## config.mk

```make
export PLATFORM = sky130hd
export DESIGN_NAME = hvd_isqrt
export DESIGN_NICKNAME = d
export VERILOG_FILES = /design/src/hdl/hvd_pkg.sv /design/src/hdl/hvd_isqrt.sv
export SDC_FILE = /design/constraint.sdc
export NUM_CORES = 2
export LEC_CHECK = 0
export BUFFER_PORTS_ARGS = -buffer_cell sky130_fd_sc_hd__buf_2
export CAP_MARGIN = 5
export CORE_MARGIN = 4
export CORE_UTILIZATION = 50
export CTS_CLUSTER_SIZE = 20
export DETAILED_ROUTE_END_ITERATION = 10
export PLACE_DENSITY = 0.7
export SKIP_CTS_REPAIR_TIMING = 1
export SYNTH_ARGS = -nofsm -noshare
export SYNTH_HDL_FRONTEND = slang
export SYNTH_SLANG_ARGS = --single-unit
```

## constraint.sdc

```tcl
create_clock -name clk -period 10.3 [get_ports clk]
set_input_delay 1.03 -clock clk [delete_from_list [all_inputs] [get_ports clk]]
set_output_delay 1.03 -clock clk [all_outputs]
set_load 0.05 [all_outputs]
```

## src/hdl/hvd_pkg.sv

```systemverilog
package hvd_pkg;

  localparam int LAT_W = 31;
  localparam int LON_W = 32;
  localparam int RAD_W = 23;
  localparam int DIST_W = 32;
  localparam int MAG_W = 36;
  localparam int ANG_W = 37;
  localparam int XY_W = 34;
  localparam int SQ_IN_W = 61;
  localparam int SQ_W = 62;
  localparam int SQ_RES_W = 31;
  localparam int SQ_STEPS = 31;
  localparam int FRAC_W = 30;
  localparam int ZC_W = 33;
  localparam int R100_W = 30;
  localparam int PROD_W = 63;

  localparam logic [63:0] DEG2RAD_K = 64'd2398762259;
  localparam logic signed [ANG_W-1:0] HALF_PI_Q32 = 37'sd6746518852;
  localparam logic signed [ANG_W-1:0] PI_Q32 = 37'sd13493037704;
  localparam logic signed [ANG_W-1:0] TWO_PI_Q32 = 37'sd26986075409;
  localparam logic signed [XY_W-1:0] CORDIC_GAIN_Q30 = 34'sd652032874;
  localparam logic [SQ_RES_W-1:0] ONE_Q30 = 31'd1073741824;
  localparam logic [RAD_W-1:0] RADIUS_RESET = 23'd6371000;

  // magnitude of a sign-extended field
  function automatic logic [31:0] abs_mag(input logic signed [32:0] v);
    logic signed [32:0] n;
    n = -v;
    return v[32] ? n[31:0] : v[31:0];
  endfunction

  // degrees times 2^23 to radians in q.32, magnitude only
  function automatic logic [MAG_W-1:0] rad_mag(input logic [31:0] mag);
    logic [63:0] p;
    p = 64'(mag) * DEG2RAD_K + (64'd1 << 27);
    return p[MAG_W+27:28];
  endfunction

  // atan(2^-i) in q.32 from the arctangent series
  function automatic logic [63:0] atan_entry(input int unsigned i);
    logic [63:0] sum;
    logic [63:0] term;
    int unsigned e;
    sum = 64'd0;
    if (i == 0) begin
      return 64'd3373259426;
    end
    if (i > 32) begin
      return 64'd0;
    end
    for (int unsigned k = 0; k < 61; k++) begin
      e = i * (2 * k + 1);
      if (e <= 60) begin
        term = (64'd1 << (60 - e)) / 64'(2 * k + 1);
        if (k[0]) begin
          sum = sum - term;
        end else begin
          sum = sum + term;
        end
      end
    end
    return (sum + (64'd1 << 27)) >> 28;
  endfunction

endpackage

```

## src/hdl/hvd_isqrt.sv

```systemverilog
module hvd_isqrt (
  input  logic clk,
  input  logic rst,
  input  logic en,
  input  logic in_valid,
  input  logic [hvd_pkg::SQ_IN_W-1:0] val,
  output logic out_valid,
  output logic [hvd_pkg::SQ_RES_W-1:0] root
);
  import hvd_pkg::*;

  logic [SQ_W-1:0] rem [0:SQ_STEPS];
  logic [SQ_W-1:0] res [0:SQ_STEPS];
  logic vl [0:SQ_STEPS];

  assign rem[0] = SQ_W'(val);
  assign res[0] = '0;
  assign vl[0] = in_valid;

  for (genvar k = 0; k < SQ_STEPS; k++) begin : g_step
    localparam logic [SQ_W-1:0] BIT = SQ_W'(1) << (2 * (SQ_STEPS - 1 - k));
    logic [SQ_W-1:0] trial;

    assign trial = res[k] + BIT;

    always_ff @(posedge clk) begin
      if (rst) begin
        vl[k+1] <= 1'b0;
      end else if (en) begin
        vl[k+1] <= vl[k];
      end
    end

    always_ff @(posedge clk) begin
      if (en) begin
        if (rem[k] >= trial) begin
          rem[k+1] <= rem[k] - trial;
          res[k+1] <= (res[k] >> 1) + BIT;
        end else begin
          rem[k+1] <= rem[k];
          res[k+1] <= res[k] >> 1;
        end
      end
    end
  end

  assign out_valid = vl[SQ_STEPS];
  assign root = res[SQ_STEPS][SQ_RES_W-1:0];

endmodule

```

# Word level (Yosys, flattened, before mapping)
# Index checks and enable logic that the tools add are counted.
# W data, S select, Z words.
[totals]
reg_bits = 3782
[op_classes]
magnitude_cmp = 31
muxes = 61
add_sub_neg = 90
[op_table]
columns = ["operator", "count"]
rows = [
  ["$mux W61", 31],
  ["$ge A62 B62 Y1", 30],
  ["$mux W62", 29],
  ["$sub A62 B62 Y62", 29],
  ["$add A61 B11 Y62 const B", 1],
  ["$add A61 B13 Y62 const B", 1],
  ["$add A61 B15 Y62 const B", 1],
  ["$add A61 B17 Y62 const B", 1],
  ["$add A61 B19 Y62 const B", 1],
  ["$add A61 B21 Y62 const B", 1],
  ["$add A61 B23 Y62 const B", 1],
  ["$add A61 B25 Y62 const B", 1],
  ["$add A61 B27 Y62 const B", 1],
  ["$add A61 B29 Y62 const B", 1],
  ["$add A61 B3 Y62 const B", 1],
  ["$add A61 B31 Y62 const B", 1],
  ["$add A61 B33 Y62 const B", 1],
  ["$add A61 B35 Y62 const B", 1],
  ["$add A61 B37 Y62 const B", 1],
  ["$add A61 B39 Y62 const B", 1],
  ["$add A61 B41 Y62 const B", 1],
  ["$add A61 B43 Y62 const B", 1],
  ["$add A61 B45 Y62 const B", 1],
  ["$add A61 B47 Y62 const B", 1],
  ["other kinds (43)", 43],
]

# Depth between registers and ports, before layout
[depth]
depth_word = 3
ltp_mapped = 16

# Worst setup path before layout
# Ideal clock, no wire load.
[synth_path]
path_type = "flip-flop to flip-flop"
startpoint = "reg rem[131] in the netlist's numbering"
endpoint = "reg rem[118] in the netlist's numbering, data pin"
arrival_time_ns = 3.290
n_path_buf = 0
stages_incl_launch_ff = 12
t_required_ns = 10.042
setup_time_ns = 0.258
setup_slack_ns = 6.753
period_less_slack_ns = 3.547
cell_sequence = "edfxtp_1 > ha_1 > a21o_1 > or4_1 > o22a_1 > a211o_1 > or3_1 > a221oi_1 > a21oi_1 > a211oi_2 > nand3_1 > xnor2_1"
[synth_between]
elab_chain_len = 2
word_cells_on_any_way = 3
[synth_lines]
columns = ["element", "line_no", "source"]
rows = [
  ["start, declared", "hvd_isqrt.sv:12", "logic [SQ_W-1:0] rem [0:SQ_STEPS];"],
  ["start signal, assigned by index", "hvd_isqrt.sv:37", "rem[k+1] <= rem[k] - trial;"],
  ["start signal, assigned by index", "hvd_isqrt.sv:40", "rem[k+1] <= rem[k];"],
  ["$sub A62 B62 Y62 or $ge A62 B62 Y1 (tied branches)", "hvd_isqrt.sv:37, hvd_isqrt.sv:36", ""],
  ["$mux W62 *", "hvd_isqrt.sv:36", "if (rem[k] >= trial) begin"],
]
# Every way passes the cells marked *; elsewhere a longest branch is shown, timed or not.
# A chain may end at the register's enable or synchronous reset.

# Final worst setup path
[layout_path]
startpoint = "reg rem[131] in the netlist's numbering"
endpoint = "reg rem[66] in the netlist's numbering, data pin"
[layout_between]
elab_chain_len = 2
[layout_lines]
columns = ["element", "line_no"]
rows = [
  ["$ge A62 B62 Y1", "hvd_isqrt.sv:36"],
  ["$mux W62", "hvd_isqrt.sv:36"],
]
# Every way passes these cells.

==> flow_metrics.env <==
export IMPL_status="finished clean"
export IMPL_grt_antenna_before_repair=20
export IMPL_critical_path_class="reg -> reg"
export IMPL_yosys_warnings=0
export IMPL_yosysSeqAreaShare_pct=63.17
export IMPL_finalHoldViolCount=0
export IMPL_globalRouteOverflowTotal=0
export IMPL_fin_crit_ns=5.671
export IMPL_critPathMaxFanout=36
export IMPL_cap_viol_max_count=0
export IMPL_hold_path_depth=1
export IMPL_crit_path_end_kind="flip-flop"
export IMPL_final_layout_size_suffix_gt1_share_pct=7.430
export IMPL_p_seq_share_pct=47.8
export IMPL_clk_latency_ns=0.91
export IMPL_synthAdderAreaFrac_pct=5.792
export IMPL_skew_ns=0.1030
export IMPL_fp_coreArea_mm2=0.2249
export IMPL_irDropWorstVdd_mv=0.1880
export IMPL_r2r_slack_ns=4.63
export IMPL_rr_worst_depth=10
export IMPL_synth_edf_count=2356
export IMPL_yosys_area_share_xor_xnor_pct=6.372
export IMPL_cts_num_sinks=2387
export IMPL_drt_iter0_drc=6339
export IMPL_clkTransAtPathRegs_ns=0.06
export IMPL_rows=174
export IMPL_num_vias=70727
export IMPL_routed_wl_um=255300
export IMPL_boundaryPins=97
export IMPL_synth_seq_cells=2387
export IMPL_highest_layer="met5"
export IMPL_dp_hpwl_um=188500
export IMPL_rsz0062_at_grt="false"
export IMPL_synthMuxAreaShare_pct=1.360
export IMPL_synth_simple_area_share_pct=11.89
export IMPL_synth_cell_types=99
export IMPL_synth_ff_type="edfxtp_1"
export IMPL_max_slew_margin_rel_pct=13.07
export IMPL_syn2layout_area_growth_pct=10.76
export IMPL_root_buffer="clkbuf_16"
export IMPL_netlist_area_leader_share_pct=62.62
export IMPL_vias_per_cell=5.758
export IMPL_p_comb_share_pct=20.7
export IMPL_r2r_start="rem[131]"
export IMPL_grt_max_degree=206
export IMPL_totalNegativeSetupSlack_ns=0
export IMPL_internal_power_mw=19.63
export IMPL_yosysTopAreaCell="edfxtp_1"
export IMPL_crit_required_ns=10.88
export IMPL_io_buffers=96
export IMPL_pwr_share_clk_pct=31.6
export IMPL_max_clock_freq_mhz=176.3
export IMPL_wl_per_cell_um=20.78
export IMPL_gp_congestion=0.9068
export IMPL_synth_compound_area_share_pct=8.713
export IMPL_syn_inst=8874
export IMPL_grt_pass1_wl_um=396000
export IMPL_fin_crit_sh_pct=55.06
export IMPL_final_util_pct=55.64
export IMPL_die_h_um=483.4
export IMPL_avgSynthCellArea_um2=12.73
export IMPL_yosys_top_cells_area="edfxtp_1 63%, ha_1 5.8%, xnor2_1 3.4%"
export IMPL_cts_buffers=236
export IMPL_htreeDepth=4
export IMPL_cts_buffer_depth=3
export IMPL_p_per_area_mw_per_mm2=221.8
export IMPL_track_usage_pct=21.36
export IMPL_hold_start="val[47]"
export IMPL_holdPathEnd="rem[1907]"
export IMPL_fill_cells=17984
export IMPL_tightest_slew_ns=1.301
export IMPL_met1_length_um=110500
export IMPL_netlist_area_mm2=0.1130
export IMPL_power_switching_mw=8.123
export IMPL_critPathLaunchType="flip-flop"
export IMPL_hp_class="in -> reg"
export IMPL_start_util_pct=50.24
export IMPL_drv_slew=0
export IMPL_antenna_left=0
export IMPL_met2_length_um=126200
export IMPL_firstDrtPassIters=6
export IMPL_final_common_cell="edfxtp_1"
export IMPL_dieArea_mm2=0.2336
export IMPL_die_x_um=483.4
export IMPL_first_global_vias=69286
export IMPL_synth_top_family_by_area="simple AND/OR/NAND/NOR gates"
export IMPL_drcViolationCount=0
export IMPL_cts_tree="done"
export IMPL_r2r_end="rem[66]"
export IMPL_wl_met3_um=12700
export IMPL_setup_viol=0
export IMPL_switching_share_pct=29.27
export IMPL_nets=9673
export IMPL_layout_common_cells="2356 x edfxtp_1, 638 x inv_1, 635 x nor2_1"
export IMPL_p_leak_nw=46.89
export IMPL_arrival_ns=6.25
export IMPL_async_flop_share_pct=0
-- registers in the layout, summed over array words and instances, names as in the netlist --
register and flops:
root 31, vl 30, out_valid 1, res 465, rem 1860
-- power by group through the flow --
stage | combinational (mW) | sequential, mW | clock [mW]
final | 5.73 | 13.3 | 8.76
after global routing | 6.36 | 13.4 | 9.36
after CTS | 5.70 | 13.3 | 8.93
after detailed placement | 5.65 | 13.5 | 0
after global placement | 5.55 | 13.4 | 0
after floorplan | 4.18 | 13.0 | 0
-- metal layers --
layer  GRT usage [%]  up-vias
li1                -    33562
met1           28.79    34909
met2           36.56     1862
met3           2.999      392
met4           5.426        2
met5               0        -
-- synthesized netlist by cell type, drive strengths merged, types with 35 or more instances --
master / count
o21bai: 38
o211ai: 35
nor2b: 78
nor2: 636
o21a: 83
ha: 523
o21ai: 367
inv: 639
or3: 92
nor3: 235
edfxtp: 2356
xor2: 377
and3: 36
mux2: 100
nor4b: 47
nand2: 525
nor4: 307
nand3: 150
clkbuf: 151
xnor2: 445
or4: 60
or2: 47
a21o: 205
nand2b: 113
a21oi: 563
a211oi: 51
a31oi: 48
mux2i: 41
nand4: 131
-- cell families (layout without fill, tap and decap cells) --
family	after synthesis	in the layout
AOI/OAI and AO/OA	1593	1593
xor gates and xnor gates	822	822
adders and majority gates	523	523
buffers and inverters	806	1218
DFF	2387	2387
muxes	141	141
other	1	7
and+or+nand+nor	2601	2601
-- critical path, cell delays in order (launching register included) --
cell      delay (ns)
edfxtp_1        0.40
ha_1            0.38
a21o_1          0.21
or4_1           0.39
o22a_1          0.27
a211o_1         0.40
a31oi_1         0.54
o21a_1          0.97
clkinv_1        1.26
nor2_1          0.40
a21oi_1         0.09
-- metrics by stage --
stage / cells / cell area [µm²] / setup slack [ns] / hold slack (ns) / total power [mW]
finish: 12284 / 125100 / 4.629 / 0.2697 / 27.75
global route: 12281 / 125100 / 4.183 / 0.2010 / 29.10
CTS: 12279 / 125100 / 4.655 / 0.1930 / 27.90
detailed placement: 11839 / 117100 / 4.651 / 0.4287 / 19.11
global placement: 11838 / 117100 / 4.741 / 0.4213 / 18.99
floorplan: 8875 / 113000 / 6.753 / 0.4166 / 17.19
-- final cells by class --
type | instances | area, µm² | area share, %
clock buffer | 275 | 6052 | 4.836
multi-input combinational | 5682 | 38670 | 30.91
clock inverter | 165 | 1949 | 1.558
sequential | 2387 | 71370 | 57.03
tap | 2992 | 3744 | 2.992
antenna | 5 | 12.51 | 0.009998
timing repair buffer | 138 | 935.9 | 0.7479
inverter | 640 | 2402 | 1.920
-- worst max-delay path by stage --
stage / startpoint / to / slack, ns / cells past startpoint
6_report: rem[131] / rem[66] / 4.63 / 10
5_1_grt: rem[131] / rem[66] / 4.18 / 10
4_1_cts: rem[131] / rem[66] / 4.66 / 10
3_5_place_dp: rem[131] / rem[66] / 4.65 / 10
3_3_place_gp: rem[131] / rem[81] / 4.74 / 10
2_1_floorplan: rem[131] / rem[118] / 6.75 / 11
(Power assumes the default switching activity.)
